`src/trhsv_pkg.sv`:
```
// Package for the throttled RGB-to-HSV light command core.
// Holds the item, command and configuration types, outcome codes and divider constants.
// No dependencies; every other file refers to it by scoped names.
package trhsv_pkg;

    localparam int TIME_BITS_DEF = 32;
    localparam int QUEUE_DEPTH_DEF = 2;

    localparam int APB_ADDR_W = 3;
    localparam int APB_DATA_W = 32;

    localparam logic [15:0] MIN_INTERVAL_RST  = 16'd1000;
    localparam logic [15:0] STUCK_TIMEOUT_RST = 16'd5000;

    // Register index, taken from paddr above the byte offset.
    localparam logic REG_MIN_INTERVAL  = 1'b0;
    localparam logic REG_STUCK_TIMEOUT = 1'b1;

    localparam logic OP_UPDATE   = 1'b0;
    localparam logic OP_COMPLETE = 1'b1;

    localparam int DIV_REM_W = 11;
    localparam int DIV_LO_W  = 16;
    localparam int DIV_CNT_W = 5;

    localparam logic [DIV_CNT_W-1:0] DIV_STEPS_WIDE   = 5'd16;
    localparam logic [DIV_CNT_W-1:0] DIV_STEPS_NARROW = 5'd8;

    typedef enum logic [2:0] {
        OUT_THROTTLED = 3'd0,
        OUT_BUSY_SKIP = 3'd1,
        OUT_UNCHANGED = 3'd2,
        OUT_ISSUED    = 3'd3,
        OUT_COMPLETED = 3'd4
    } t_outcome;

    typedef struct packed {
        logic        operation;
        logic [31:0] now_ms;
        logic [7:0]  red;
        logic [7:0]  green;
        logic [7:0]  blue;
    } t_in_item;

    typedef struct packed {
        t_outcome    outcome;
        logic [15:0] hue_value;
        logic [7:0]  saturation;
        logic [7:0]  brightness;
        logic        light_on;
    } t_out_item;

    typedef struct packed {
        t_outcome   outcome;
        logic [7:0] red;
        logic [7:0] green;
        logic [7:0] blue;
    } t_cmd;

    typedef struct packed {
        logic [15:0] min_interval_ms;
        logic [15:0] stuck_timeout_ms;
    } t_cfg;

    typedef struct packed {
        logic                 start;
        logic [DIV_REM_W-1:0] rem;
        logic [DIV_LO_W-1:0]  lo;
        logic [DIV_REM_W-1:0] divisor;
        logic [DIV_CNT_W-1:0] steps;
    } t_div_req;

    typedef struct packed {
        logic                done;
        logic [DIV_LO_W-1:0] quot;
    } t_div_rsp;

endpackage

```
`src/trhsv_front.sv`:
```
// Front end: accepts requests, applies throttle, busy and unchanged-colour checks.
// Owns the stored time, colour and busy state. Depends on trhsv_pkg.
module trhsv_front #(
    parameter int TIME_BITS = trhsv_pkg::TIME_BITS_DEF
) (
    input  logic                i_clk,
    input  logic                i_rst_n,
    input  trhsv_pkg::t_cfg     i_cfg,
    input  logic                i_in_valid,
    output logic                o_in_ready,
    input  trhsv_pkg::t_in_item i_in_item,
    output logic                o_push_valid,
    input  logic                i_push_ready,
    output trhsv_pkg::t_cmd     o_push_cmd
);

    logic [63:0]          w_now_wide;
    logic [TIME_BITS-1:0] w_now;
    logic [TIME_BITS-1:0] w_elapsed;
    logic                 w_accept;
    logic                 w_throttled;
    logic                 w_stuck;
    logic                 w_same;

    logic [TIME_BITS-1:0] r_last_time, n_last_time;
    logic [7:0]           r_last_red, n_last_red;
    logic [7:0]           r_last_green, n_last_green;
    logic [7:0]           r_last_blue, n_last_blue;
    logic                 r_busy, n_busy;

    assign w_now_wide  = {32'b0, i_in_item.now_ms};
    assign w_now       = w_now_wide[TIME_BITS-1:0];
    assign w_elapsed   = w_now - r_last_time;
    assign w_throttled = w_elapsed < TIME_BITS'(i_cfg.min_interval_ms);
    assign w_stuck     = w_elapsed > TIME_BITS'(i_cfg.stuck_timeout_ms);
    assign w_same      = (i_in_item.red == r_last_red) && (i_in_item.green == r_last_green)
                         && (i_in_item.blue == r_last_blue);

    assign o_push_valid = i_in_valid;
    assign o_in_ready   = i_push_ready;
    assign w_accept     = i_in_valid && i_push_ready;

    always_comb begin
        n_last_time        = r_last_time;
        n_last_red         = r_last_red;
        n_last_green       = r_last_green;
        n_last_blue        = r_last_blue;
        n_busy             = r_busy;
        o_push_cmd.red     = i_in_item.red;
        o_push_cmd.green   = i_in_item.green;
        o_push_cmd.blue    = i_in_item.blue;
        o_push_cmd.outcome = trhsv_pkg::OUT_THROTTLED;
        if (i_in_item.operation == trhsv_pkg::OP_COMPLETE) begin
            n_busy             = 1'b0;
            o_push_cmd.outcome = trhsv_pkg::OUT_COMPLETED;
        end else if (w_throttled) begin
            o_push_cmd.outcome = trhsv_pkg::OUT_THROTTLED;
        end else if (r_busy && !w_stuck) begin
            o_push_cmd.outcome = trhsv_pkg::OUT_BUSY_SKIP;
        end else begin
            // A stuck request is dropped and the update carries on.
            n_busy = 1'b0;
            if (w_same) begin
                if (w_stuck) begin
                    n_last_time = w_now;
                end
                o_push_cmd.outcome = trhsv_pkg::OUT_UNCHANGED;
            end else begin
                n_last_time        = w_now;
                n_last_red         = i_in_item.red;
                n_last_green       = i_in_item.green;
                n_last_blue        = i_in_item.blue;
                n_busy             = 1'b1;
                o_push_cmd.outcome = trhsv_pkg::OUT_ISSUED;
            end
        end
    end

    always_ff @(posedge i_clk) begin
        if (!i_rst_n) begin
            r_last_time  <= '0;
            r_last_red   <= '0;
            r_last_green <= '0;
            r_last_blue  <= '0;
            r_busy       <= 1'b0;
        end else if (w_accept) begin
            r_last_time  <= n_last_time;
            r_last_red   <= n_last_red;
            r_last_green <= n_last_green;
            r_last_blue  <= n_last_blue;
            r_busy       <= n_busy;
        end
    end

endmodule

```
`src/trhsv_queue.sv`:
```
// Short command queue between the front end and the conversion back end.
// Register-based circular buffer. Depends on trhsv_pkg.
module trhsv_queue #(
    parameter int DEPTH = trhsv_pkg::QUEUE_DEPTH_DEF
) (
    input  logic            i_clk,
    input  logic            i_rst_n,
    input  logic            i_push_valid,
    output logic            o_push_ready,
    input  trhsv_pkg::t_cmd i_push_cmd,
    output logic            o_pop_valid,
    input  logic            i_pop_ready,
    output trhsv_pkg::t_cmd o_pop_cmd
);

    localparam int IDX_W = (DEPTH > 1) ? $clog2(DEPTH) : 1;
    localparam int CNT_W = $clog2(DEPTH + 1);

    trhsv_pkg::t_cmd r_mem [DEPTH];
    logic [IDX_W-1:0] r_wr_idx;
    logic [IDX_W-1:0] r_rd_idx;
    logic [CNT_W-1:0] r_count;
    logic             w_push;
    logic             w_pop;

    assign o_push_ready = r_count != CNT_W'(DEPTH);
    assign o_pop_valid  = r_count != '0;
    assign o_pop_cmd    = r_mem[r_rd_idx];
    assign w_push       = i_push_valid && o_push_ready;
    assign w_pop        = o_pop_valid && i_pop_ready;

    always_ff @(posedge i_clk) begin
        if (!i_rst_n) begin
            r_wr_idx <= '0;
            r_rd_idx <= '0;
            r_count  <= '0;
        end else begin
            if (w_push) begin
                r_wr_idx <= (r_wr_idx == IDX_W'(DEPTH - 1)) ? '0 : r_wr_idx + 1'b1;
            end
            if (w_pop) begin
                r_rd_idx <= (r_rd_idx == IDX_W'(DEPTH - 1)) ? '0 : r_rd_idx + 1'b1;
            end
            case ({w_push, w_pop})
                2'b10:   r_count <= r_count + 1'b1;
                2'b01:   r_count <= r_count - 1'b1;
                default: r_count <= r_count;
            endcase
        end
    end

    always_ff @(posedge i_clk) begin
        if (w_push) begin
            r_mem[r_wr_idx] <= i_push_cmd;
        end
    end

endmodule

```
`src/trhsv_div.sv`:
```
// Shared restoring divider, one quotient bit per cycle, up to 16 bits.
// The caller preloads the partial remainder so only the quotient bits it needs are run.
// Depends on trhsv_pkg.
module trhsv_div (
    input  logic                i_clk,
    input  logic                i_rst_n,
    input  trhsv_pkg::t_div_req i_req,
    output trhsv_pkg::t_div_rsp o_rsp
);

    localparam int RW = trhsv_pkg::DIV_REM_W;
    localparam int LW = trhsv_pkg::DIV_LO_W;
    localparam int CW = trhsv_pkg::DIV_CNT_W;

    logic          r_busy;
    logic          r_done;
    logic [CW-1:0] r_cnt;
    logic [RW-1:0] r_rem;
    logic [LW-1:0] r_lo;
    logic [RW-1:0] r_divisor;
    logic [LW-1:0] r_quot;

    logic [RW:0]   w_trial;
    logic [RW:0]   w_diff;
    logic          w_fit;
    logic [RW-1:0] w_rem_next;

    assign w_trial    = {r_rem, r_lo[LW-1]};
    assign w_diff     = w_trial - {1'b0, r_divisor};
    assign w_fit      = w_trial >= {1'b0, r_divisor};
    assign w_rem_next = w_fit ? w_diff[RW-1:0] : w_trial[RW-1:0];

    assign o_rsp.done = r_done;
    assign o_rsp.quot = r_quot;

    always_ff @(posedge i_clk) begin
        if (!i_rst_n) begin
            r_busy <= 1'b0;
            r_done <= 1'b0;
            r_cnt  <= '0;
        end else begin
            r_done <= 1'b0;
            if (i_req.start) begin
                r_busy <= 1'b1;
                r_cnt  <= i_req.steps;
            end else if (r_busy) begin
                r_cnt <= r_cnt - 1'b1;
                if (r_cnt == CW'(1)) begin
                    r_busy <= 1'b0;
                    r_done <= 1'b1;
                end
            end
        end
    end

    always_ff @(posedge i_clk) begin
        if (i_req.start) begin
            r_rem     <= i_req.rem;
            r_lo      <= i_req.lo;
            r_divisor <= i_req.divisor;
            r_quot    <= '0;
        end else if (r_busy) begin
            r_rem  <= w_rem_next;
            r_lo   <= {r_lo[LW-2:0], 1'b0};
            r_quot <= {r_quot[LW-2:0], w_fit};
        end
    end

    a_no_start_while_busy: assert property (@(posedge i_clk) disable iff (!i_rst_n)
        i_req.start |-> !r_busy)
        else $error("divider restarted while a division was running");

endmodule

```
`src/trhsv_back.sv`:
```
// Back end: turns queued commands into result items, running hue and saturation
// through the shared divider. Depends on trhsv_pkg.
module trhsv_back (
    input  logic                 i_clk,
    input  logic                 i_rst_n,
    input  logic                 i_pop_valid,
    output logic                 o_pop_ready,
    input  trhsv_pkg::t_cmd      i_pop_cmd,
    output trhsv_pkg::t_div_req  o_div_req,
    input  trhsv_pkg::t_div_rsp  i_div_rsp,
    output logic                 o_out_valid,
    input  logic                 i_out_ready,
    output trhsv_pkg::t_out_item o_out_item
);

    typedef enum logic [1:0] {S_IDLE, S_HUE, S_SAT, S_DONE} t_state;

    t_state               r_state;
    logic                 r_launch;
    logic                 r_out_valid;
    trhsv_pkg::t_out_item r_out_item;
    logic [26:0]          r_hue_num;
    logic [15:0]          r_sat_num;
    logic [10:0]          r_d6;
    logic [7:0]           r_mx;
    logic [7:0]           r_bri;
    logic [15:0]          r_hue;

    logic [7:0]  w_mx;
    logic [7:0]  w_mn;
    logic [7:0]  w_d;
    logic [10:0] w_d6;
    logic [10:0] w_h;
    logic        w_out_free;
    logic        w_pop;
    logic [7:0]  w_bri;

    // Largest and smallest component; on a tie red wins over green, green over blue.
    always_comb begin
        w_mx = i_pop_cmd.red;
        w_mn = i_pop_cmd.red;
        if (i_pop_cmd.green > w_mx) w_mx = i_pop_cmd.green;
        if (i_pop_cmd.blue > w_mx) w_mx = i_pop_cmd.blue;
        if (i_pop_cmd.green < w_mn) w_mn = i_pop_cmd.green;
        if (i_pop_cmd.blue < w_mn) w_mn = i_pop_cmd.blue;
    end

    assign w_d  = w_mx - w_mn;
    assign w_d6 = 11'({w_d, 2'b00}) + 11'({w_d, 1'b0});

    // Hue numerator in sixths of a turn, scaled by d; below 6*d whenever d is nonzero.
    always_comb begin
        if (w_mx == i_pop_cmd.red) begin
            if (i_pop_cmd.green >= i_pop_cmd.blue) begin
                w_h = 11'(i_pop_cmd.green) - 11'(i_pop_cmd.blue);
            end else begin
                w_h = w_d6 - (11'(i_pop_cmd.blue) - 11'(i_pop_cmd.green));
            end
        end else if (w_mx == i_pop_cmd.green) begin
            w_h = 11'(i_pop_cmd.blue) + 11'({w_d, 1'b0}) - 11'(i_pop_cmd.red);
        end else begin
            w_h = 11'(i_pop_cmd.red) + 11'({w_d, 2'b00}) - 11'(i_pop_cmd.green);
        end
    end

    // floor(mx * 254 / 255) equals mx - 1 for every nonzero mx.
    assign w_bri = w_mx - {7'b0, (w_mx != 8'd0)};

    assign w_out_free  = !r_out_valid || i_out_ready;
    assign o_pop_ready = (r_state == S_IDLE) && w_out_free;
    assign w_pop       = i_pop_valid && o_pop_ready;

    assign o_out_valid = r_out_valid;
    assign o_out_item  = r_out_item;

    // Every quotient here is known to fit its field, so the upper dividend bits
    // go straight into the partial remainder and only the needed bits are run.
    always_comb begin
        o_div_req.start = r_launch;
        case (r_state)
            S_HUE: begin
                o_div_req.rem     = r_hue_num[26:16];
                o_div_req.lo      = r_hue_num[15:0];
                o_div_req.divisor = r_d6;
                o_div_req.steps   = trhsv_pkg::DIV_STEPS_WIDE;
            end
            default: begin
                o_div_req.rem     = 11'(r_sat_num[15:8]);
                o_div_req.lo      = {r_sat_num[7:0], 8'b0};
                o_div_req.divisor = 11'(r_mx);
                o_div_req.steps   = trhsv_pkg::DIV_STEPS_NARROW;
            end
        endcase
    end

    always_ff @(posedge i_clk) begin
        if (!i_rst_n) begin
            r_state     <= S_IDLE;
            r_launch    <= 1'b0;
            r_out_valid <= 1'b0;
        end else begin
            r_launch <= 1'b0;
            if (r_out_valid && i_out_ready) begin
                r_out_valid <= 1'b0;
            end
            unique case (r_state)
                S_IDLE: begin
                    if (w_pop) begin
                        if ((i_pop_cmd.outcome == trhsv_pkg::OUT_ISSUED) && (w_d != 8'd0)) begin
                            // Products by 65535 and 254 are formed with shifts.
                            r_hue_num <= {w_h, 16'b0} - 27'(w_h);
                            r_sat_num <= {w_d, 8'b0} - 16'({w_d, 1'b0});
                            r_d6      <= w_d6;
                            r_mx      <= w_mx;
                            r_bri     <= w_bri;
                            r_launch  <= 1'b1;
                            r_state   <= S_HUE;
                        end else begin
                            // Non-issued or gray/black commands get no hue or saturation.
                            r_out_valid           <= 1'b1;
                            r_out_item.outcome    <= i_pop_cmd.outcome;
                            r_out_item.hue_value  <= '0;
                            r_out_item.saturation <= '0;
                            if (i_pop_cmd.outcome == trhsv_pkg::OUT_ISSUED) begin
                                r_out_item.brightness <= w_bri;
                                r_out_item.light_on   <= w_bri != 8'd0;
                            end else begin
                                r_out_item.brightness <= '0;
                                r_out_item.light_on   <= 1'b0;
                            end
                        end
                    end
                end
                S_HUE: begin
                    if (i_div_rsp.done) begin
                        r_hue    <= i_div_rsp.quot;
                        r_launch <= 1'b1;
                        r_state  <= S_SAT;
                    end
                end
                S_SAT: begin
                    if (i_div_rsp.done) begin
                        r_out_item.outcome    <= trhsv_pkg::OUT_ISSUED;
                        r_out_item.hue_value  <= r_hue;
                        r_out_item.saturation <= i_div_rsp.quot[7:0];
                        r_out_item.brightness <= r_bri;
                        r_out_item.light_on   <= r_bri != 8'd0;
                        r_state               <= S_DONE;
                    end
                end
                S_DONE: begin
                    if (w_out_free) begin
                        r_out_valid <= 1'b1;
                        r_state     <= S_IDLE;
                    end
                end
                default: r_state <= S_IDLE;
            endcase
        end
    end

    a_skip_fields_zero: assert property (@(posedge i_clk) disable iff (!i_rst_n)
        r_out_valid && (r_out_item.outcome != trhsv_pkg::OUT_ISSUED) |->
        (r_out_item.hue_value == '0) && (r_out_item.saturation == '0)
        && (r_out_item.brightness == '0) && !r_out_item.light_on)
        else $error("skip or completion result carries nonzero color fields");

    a_light_on_matches: assert property (@(posedge i_clk) disable iff (!i_rst_n)
        r_out_valid |-> r_out_item.light_on == (r_out_item.brightness != 8'd0))
        else $error("light_on disagrees with brightness");

    a_done_in_div_state: assert property (@(posedge i_clk) disable iff (!i_rst_n)
        i_div_rsp.done |-> (r_state == S_HUE) || (r_state == S_SAT))
        else $error("divider finished while no division was pending");

endmodule

```
`src/throttled_rgb_to_hsv_light_command_core.sv`:
```
// Throttled RGB-to-HSV light command core: APB registers, front end, queue, back end.
// Completion, skip, gray and black results pass from the queue to the output register;
// an issued colored command runs hue, then saturation, through the shared divider, which
// yields one quotient bit a cycle over 24 bits; the back end takes no new command meanwhile.
// Other results come 1 per cycle while the output is not stalled.
// Reset (synchronous, active low) clears stored time, color and busy and the queue.
module throttled_rgb_to_hsv_light_command_core #(
    parameter int TIME_BITS   = trhsv_pkg::TIME_BITS_DEF,
    parameter int QUEUE_DEPTH = trhsv_pkg::QUEUE_DEPTH_DEF
) (
    input  logic                                i_clk,
    input  logic                                i_rst_n,
    input  logic                                i_in_valid,
    output logic                                o_in_ready,
    input  trhsv_pkg::t_in_item                 i_in_item,
    output logic                                o_out_valid,
    input  logic                                i_out_ready,
    output trhsv_pkg::t_out_item                o_out_item,
    input  logic                                psel,
    input  logic                                penable,
    input  logic                                pwrite,
    input  logic [trhsv_pkg::APB_ADDR_W-1:0]    paddr,
    input  logic [trhsv_pkg::APB_DATA_W-1:0]    pwdata,
    output logic [trhsv_pkg::APB_DATA_W-1:0]    prdata,
    output logic                                pready
);

    logic [15:0]         r_min_interval;
    logic [15:0]         r_stuck_timeout;
    logic                w_cfg_wr;
    logic                w_reg_idx;
    trhsv_pkg::t_cfg     w_cfg;

    logic                w_push_valid;
    logic                w_push_ready;
    trhsv_pkg::t_cmd     w_push_cmd;
    logic                w_pop_valid;
    logic                w_pop_ready;
    trhsv_pkg::t_cmd     w_pop_cmd;
    trhsv_pkg::t_div_req w_div_req;
    trhsv_pkg::t_div_rsp w_div_rsp;

    assign pready    = 1'b1;
    assign w_cfg_wr  = psel && penable && pwrite;
    assign w_reg_idx = paddr[2];

    always_comb begin
        unique case (w_reg_idx)
            trhsv_pkg::REG_MIN_INTERVAL:  prdata = trhsv_pkg::APB_DATA_W'(r_min_interval);
            trhsv_pkg::REG_STUCK_TIMEOUT: prdata = trhsv_pkg::APB_DATA_W'(r_stuck_timeout);
            default:                      prdata = '0;
        endcase
    end

    always_ff @(posedge i_clk) begin
        if (!i_rst_n) begin
            r_min_interval  <= trhsv_pkg::MIN_INTERVAL_RST;
            r_stuck_timeout <= trhsv_pkg::STUCK_TIMEOUT_RST;
        end else if (w_cfg_wr) begin
            unique case (w_reg_idx)
                trhsv_pkg::REG_MIN_INTERVAL:  r_min_interval  <= pwdata[15:0];
                trhsv_pkg::REG_STUCK_TIMEOUT: r_stuck_timeout <= pwdata[15:0];
                default: ;
            endcase
        end
    end

    assign w_cfg.min_interval_ms  = r_min_interval;
    assign w_cfg.stuck_timeout_ms = r_stuck_timeout;

    trhsv_front #(
        .TIME_BITS (TIME_BITS)
    ) u_front (
        .i_clk        (i_clk),
        .i_rst_n      (i_rst_n),
        .i_cfg        (w_cfg),
        .i_in_valid   (i_in_valid),
        .o_in_ready   (o_in_ready),
        .i_in_item    (i_in_item),
        .o_push_valid (w_push_valid),
        .i_push_ready (w_push_ready),
        .o_push_cmd   (w_push_cmd)
    );

    trhsv_queue #(
        .DEPTH (QUEUE_DEPTH)
    ) u_queue (
        .i_clk        (i_clk),
        .i_rst_n      (i_rst_n),
        .i_push_valid (w_push_valid),
        .o_push_ready (w_push_ready),
        .i_push_cmd   (w_push_cmd),
        .o_pop_valid  (w_pop_valid),
        .i_pop_ready  (w_pop_ready),
        .o_pop_cmd    (w_pop_cmd)
    );

    trhsv_div u_div (
        .i_clk   (i_clk),
        .i_rst_n (i_rst_n),
        .i_req   (w_div_req),
        .o_rsp   (w_div_rsp)
    );

    trhsv_back u_back (
        .i_clk       (i_clk),
        .i_rst_n     (i_rst_n),
        .i_pop_valid (w_pop_valid),
        .o_pop_ready (w_pop_ready),
        .i_pop_cmd   (w_pop_cmd),
        .o_div_req   (w_div_req),
        .i_div_rsp   (w_div_rsp),
        .o_out_valid (o_out_valid),
        .i_out_ready (i_out_ready),
        .o_out_item  (o_out_item)
    );

endmodule
```
`config.mk`:
```
export PLATFORM = sky130hd
export DESIGN_NAME = throttled_rgb_to_hsv_light_command_core
export DESIGN_NICKNAME = d
export VERILOG_FILES = /design/src/trhsv_pkg.sv /design/src/trhsv_front.sv /design/src/trhsv_queue.sv /design/src/trhsv_div.sv /design/src/trhsv_back.sv /design/src/throttled_rgb_to_hsv_light_command_core.sv
export SDC_FILE = /design/constraint.sdc
export NUM_CORES = 1
export LEC_CHECK = 0
export BUFFER_PORTS_ARGS = -buffer_cell sky130_fd_sc_hd__buf_2
export CAP_MARGIN = 15
export CORE_AREA = 2 2 223 225
export CTS_BUF_LIST = sky130_fd_sc_hd__clkbuf_4 sky130_fd_sc_hd__clkbuf_8
export DETAILED_ROUTE_END_ITERATION = 7
export DIE_AREA = 0 0 225 227
export PLACE_DENSITY_LB_ADDON = 0.12
export RECOVER_POWER = 50
export SYNTH_ARGS = -nofsm -noshare
export SYNTH_HDL_FRONTEND = slang
export SYNTH_SLANG_ARGS = --single-unit
```
`constraint.sdc`:
```
create_clock -name i_clk -period 13.05 [get_ports i_clk]
set_input_delay 1.305 -clock i_clk [delete_from_list [all_inputs] [get_ports i_clk]]
set_output_delay 1.305 -clock i_clk [all_outputs]
set_load 0.01 [all_outputs]
```
# --- Word-level counts from Yosys, hierarchy flattened ---
# Memories as Yosys holds them, arrays and structs flattened. A register that Yosys moved wholly into a read port is not among the register bits.
# Cells that the tools add are included.
# Widths: inputs -> output; s select.
word_totals:
  wordCells: 178
  reg_bits: 280
  inputBits: 99
  mem_bits_rw: 54
  output_inout_bits: 71
  mem_count: 1
mem_list:
  columns: ["memory", "words", "width", "read_ports", "rd_ports_with_merged_regs", "wr", "line_no", "source"]
  rows:
  - ["u_queue.r_mem", 2, 27, 1, 1, 1, "trhsv_queue.sv:19", "trhsv_pkg::t_cmd r_mem [DEPTH];"]
op_classes:
  n_bitwise: 7
  mux: 57
  magnitude_cmp: 8
  reduce_logical: 32
  eq_ne: 22
  add_sub_neg: 19
ops:
  columns: ["operator", "n"]
  rows:
  - ["$mux 36", 3]
  - ["$pmux 36 s2", 1]
  - ["$mux 11", 6]
  - ["$mux 32", 2]
  - ["$pmux 32 s2", 1]
  - ["$mux 43", 1]
  - ["$eq 8x8->1", 5]
  - ["$gt 32x16->1", 1]
  - ["$lt 32x16->1", 1]
  - ["$mux 16", 2]
  - ["$mux 8", 4]
  - ["$reduce_bool 8->1", 4]
  - ["$sub 32x32->32", 1]
  - ["$sub 27x11->27", 1]
  - ["$mux 1", 22]
  - ["$sub 11x11->11", 2]
  - ["$sub 11x8->11", 2]
  - ["$reduce_and 5->1", 4]
  - ["$sub 8x8->9", 2]
  - ["$gt 8x8->1", 2]
  - ["$lt 8x8->1", 2]
  - ["$ne 2x2->1 const B", 8]
  - ["$sub 16x9->16", 1]
  - ["$ge 12x11->1", 1]
  - ["other kinds (32)", 66]

# --- Longest topological paths before layout ---
depth:
  word_depth: 11
  mapped_depth: 49
  mapped_depth_nobuf: 44

# --- Cells and area by module ---
# Synthesis repeated with hierarchy kept, for this count alone.
hier_totals:
  cells_unflattened: 2376
  area_unflattened_um2: 23113.4
modules_own_cells:
  columns: ["mod", "seq_area_each_um2", "cells_each", "instances", "area_each_um2"]
  rows:
  - ["trhsv_back", 3623.5, 1064, 1, 10423.7]
  - ["trhsv_front", 1141.1, 768, 1, 5764.3]
  - ["trhsv_div", 1601.5, 272, 1, 3124.2]
  - ["trhsv_queue", 1721.7, 108, 1, 2175.8]
  - ["throttled_rgb_to_hsv_light_command_core", 640.6, 164, 1, 1625.3]

# --- Least setup slack after synthesis ---
# Ideal clock, no wire load.
synth_timing:
  path_kind: "reg-to-reg"
  startpoint: "register (tool-made name)"
  endpoint: "register u_back.r_out_item, in the netlist u_back.o_out_item[0], enable pin"
  setup_slack_ps: 2618
  t_arrival_ps: 9943
  t_required_ps: 12561
  stages_incl_launch_ff: 36
  path_buffers: 6
  setup_ps: 489
  cell_sequence: "dfxtp_1 -> buf_4 -> buf_6 -> buf_2 -> mux2i_1 -> ha_1 -> nand4_4 -> nor2_4 -> a211oi_2 -> nor2_1 -> o21ai_0 -> ha_1 -> and3_1 -> a221o_1 -> a21oi_1 -> o211ai_1 -> buf_4 -> o221a_2 -> buf_2 -> inv_1 -> ha_1 -> nor2b_1 -> o21ai_0 -> nand2b_1 -> clkbuf_1 -> nand2_1 -> mux2i_1 -> a211o_1 -> xnor2_2 -> inv_1 -> ha_1 -> and4_1 -> and2_2 -> a21oi_2 -> nand2b_1 -> a221oi_1"
synth_rtl:
  columns: ["element", "line_no", "source"]
  rows:
  - ["to (decl)", "trhsv_back.sv:21", "trhsv_pkg::t_out_item r_out_item;"]

==> flow_metrics.py <==
metrics = {
    "outcome": {
        "status": "complete, but fails checks",
        "failing_checks": "max-capacitance violations, max-slew violations",
    },
    "global_route": {
        "grt_first_pass_wirelength_um": 87020,
        "grt_start_max_net_pins": 87,
        "number_of_antenna_violations_at_the_first_check_in_global_routing": 2,
        "combined_global_route_utilization_of_all_metal_layers_pct": 21.64,
        "vias_in_the_first_global_route": 15976,
        "grt_remaining_overflow": 0,
    },
    "worst_setup_path": {
        "critPathMaxStageDelay_ns": 0.78,
        "criticalPathCategory": "flip-flop to flip-flop",
        "critical_path_buf_inv_count": 4,
        "critPathCaptureType": "flip-flop",
        "worst_r2r_endpoint": "u_back.r_hue_num[17]$_DFFE_PP_",
        "cp_data_required_time_ns": 13.42,
        "worst-endpoint-arrival_ns": 11.86,
        "worst_r2r_path_depth": 38,
        "path_common_cell": "ha_1",
        "rrSetupSlack_ns": 1.56,
        "slowest_stage": "dfxtp_2",
        "stages_on_the_worst_setup_path": 38,
        "cp_top_family": "compound AO/OA/AOI/OAI gates",
        "worstSetupStartpointType": "flip-flop",
        "timing.critical_path.to": "u_back.r_hue_num[17]$_DFFE_PP_",
        "timing.critical_path.fanout_max": 24,
    },
    "timing": {
        "maxSlewViolCount": 234,
        "timing.final.crit_period_ns": 11.49,
        "period_share_pct": 88.04,
        "final.setup_skew_ns": 0.04417,
        "timing.final.setup_violations": 0,
        "hold_viol": 0,
        "achievable-frequency_ghz": 0.08704,
        "grt_setup_unrepaired": "no",
        "tightest_slew_ns": 3.114,
        "relSlewSlack_pct": -107.6,
        "final.setup.tns_ns": 0,
    },
    "yosys": {
        "post_synth_inst_count": 2234,
        "ys_seq_elements": 331,
        "synthDistinctLibCells": 112,
        "yosys.area.top_type": "edfxtp_1",
        "synth_flop_cell": "edfxtp_1",
        "yosys_warnings": 0,
        "synth_enable_flop_cells": 210,
        "synthesis.area_um2": 21610,
        "sequential_element_share_of_the_synthesized_area_pct": 40.39,
        "ys_async_sr_fraction_pct": 0,
        "synthDominantCellAreaShare_pct": 29.18,
        "synth_area_leaders": "edfxtp_1 29%, dfxtp_1 11%, ha_1 10%",
        "syn_avg_cell_area_um2": 9.674,
    },
    "die": {
        "chipHeight_um": 227,
        "die_width_um": 225,
        "number_of_core_rows": 81,
        "ios": 170,
        "initial_core_util_pct": 44.52,
        "die-area_um2": 51080,
        "coreArea_um2": 48550,
    },
    "cells_and_area": {
        "filler_instances": 4563,
        "layout_common_cells": "210 x edfxtp_1, 201 x nand2_1, 179 x inv_1",
        "post_route_cells_drive_above_1_share_pct": 12.83,
        "most_common_cell_after_layout_fill_and_taps_aside": "edfxtp_1",
        "synthToLayoutAreaGrowth_pct": 10.98,
        "final_net_count": 2655,
    },
    "placed_design": {
        "place.port_buffers": 134,
        "globalplace.congestion": 0.9417,
        "dpl.hpwl_um": 42170,
    },
    "detailed_routing": {
        "route.detailed.drc": 0,
        "dr.pass1.iters": 7,
        "iteration_0_drc_markers": 953,
        "detail_route_antenna_nets": 0,
        "route.detailed.vias_per_inst": 5.410,
        "route.final.wire_length_um": 55230,
        "vias": 16403,
        "wl_per_cell_um": 18.22,
    },
    "cts": {
        "cts-root-buf": "clkbuf_8",
        "clock_sink_total": 331,
        "ctsResizeCount": 0,
        "cts_hold_buf": 0,
        "postCtsSetupRepairBufs": 0,
        "clock_latency_late_sink_ns": 0.65,
        "clk_pin_slew_ns": 0.06,
        "htree_levels": 2,
        "cts_buffers": 57,
        "clk_path_buf_depth": 3,
        "tritoncts": "done",
    },
    "worst_hold_path": {
        "min_delay_path_class": "flip-flop to flip-flop",
    },
    "run": {
        "max-cap-violations": 6,
    },
}
## logic make-up (layout without fill, tap and decap cells)
logic type,Yosys count,in the layout,synth area share (%)
AOI/OAI and AO/OA,541,541,16.88
adders and majority gates,193,193,11.71
and+or+nand+nor,648,648,14.97
muxes,93,93,4.626
other,2,19,0.03475
xor gates and xnor gates,138,138,5.882
DFF,331,331,40.39
buffers and inverters,288,447,5.512
## layout make-up
class / count / area [um2] / area share (%)
Antenna cell: 2 / 5.005 / 0.02087
Clock buffer: 85 / 1051 / 4.382
Clock inverter: 17 / 132.6 / 0.5530
Inverter: 186 / 708.2 / 2.953
Multi-Input combinational cell: 1630 / 11790 / 49.16
Sequential cell: 331 / 8730 / 36.40
Tap cell: 622 / 778.2 / 3.245
Timing Repair Buffer: 159 / 788.3 / 3.287
## synthesized netlist by cell type, types with 64 or more instances
master and number:
edfxtp_1 210, nand2_1 201, inv_1 179, ha_1 175, o21ai_0 140, nor2_1 127, a21oi_1 124, dfxtp_1 121
nand3_1 95, xnor2_1 84, mux2i_1 69, clkbuf_1 64
## layer usage
metal,global-route usage (%),vias to the layer above,routed length [um]
met3,3.240,94,2213
met1,29.05,7756,25710
met5,0,-,0
li1,-,8235,-
met4,8.588,0,1871
met2,35.23,318,25430
## state kept, by name, indices dropped and copies added (netlist names), 11 cells and up, named ones only
name                 cells
u_back.o_out_item       36
r_stuck_timeout         16
u_div.r_lo              16
u_div.r_divisor         11
u_back.r_hue_num        27
u_div.r_rem             11
r_min_interval          16
u_back.r_hue            16
u_front.r_last_time     32
u_queue.r_mem           54
u_back.r_sat_num        15
u_div.r_quot            16
## how the worst min path moves through the flow
stage                            endpoint                          start  slack, ns  depth (start not counted)
2_1_floorplan  u_back.r_hue[15]$_DFFE_PP_  u_div.r_quot[15]$_SDFFE_PP0P_       0.41                          0
3_3_place_gp   u_back.r_hue[15]$_DFFE_PP_  u_div.r_quot[15]$_SDFFE_PP0P_       0.41                          0
3_5_place_dp   u_back.r_hue[15]$_DFFE_PP_  u_div.r_quot[15]$_SDFFE_PP0P_       0.44                          0
4_1_cts        u_back.r_hue[15]$_DFFE_PP_  u_div.r_quot[15]$_SDFFE_PP0P_       0.45                          0
5_1_grt        u_back.r_hue[10]$_DFFE_PP_  u_div.r_quot[10]$_SDFFE_PP0P_       0.47                          0
6_report       u_back.r_hue[15]$_DFFE_PP_  u_div.r_quot[15]$_SDFFE_PP0P_       0.46                          0
## through the flow
stage / utilization [%] / setup WS, ns / cell area, um2 / std cells / hold WS (ns)
6_report: 49.41 / 1.561 / 23980 / 3032 / 0.4569
5_1_grt: 49.40 / 0.8659 / 23980 / 3030 / 0.4727
4_1_cts: 49.54 / 1.700 / 24050 / 3029 / 0.4515
3_5_place_dp: 47.10 / 1.765 / 22860 / 2927 / 0.4364
3_3_place_gp: 47.10 / 1.815 / 22860 / 2927 / 0.4149
2_1_floorplan: - / 2.618 / 21670 / 2249 / 0.4076
## worst register-to-register path, delay by kind of cell, from the launching register on
kind	cells	cell delay, ns
AOI/OAI and AO/OA	16	4.62
xor gates and xnor gates	3	1.03
adders and majority gates	6	1.94
buffers and inverters	4	0.63
DFF	1	0.78
muxes	2	0.96
and+or+nand+nor	7	1.26
Power is not shown: default switching activity piles up to over one toggle a cycle in this logic, so the estimate is an artifact.
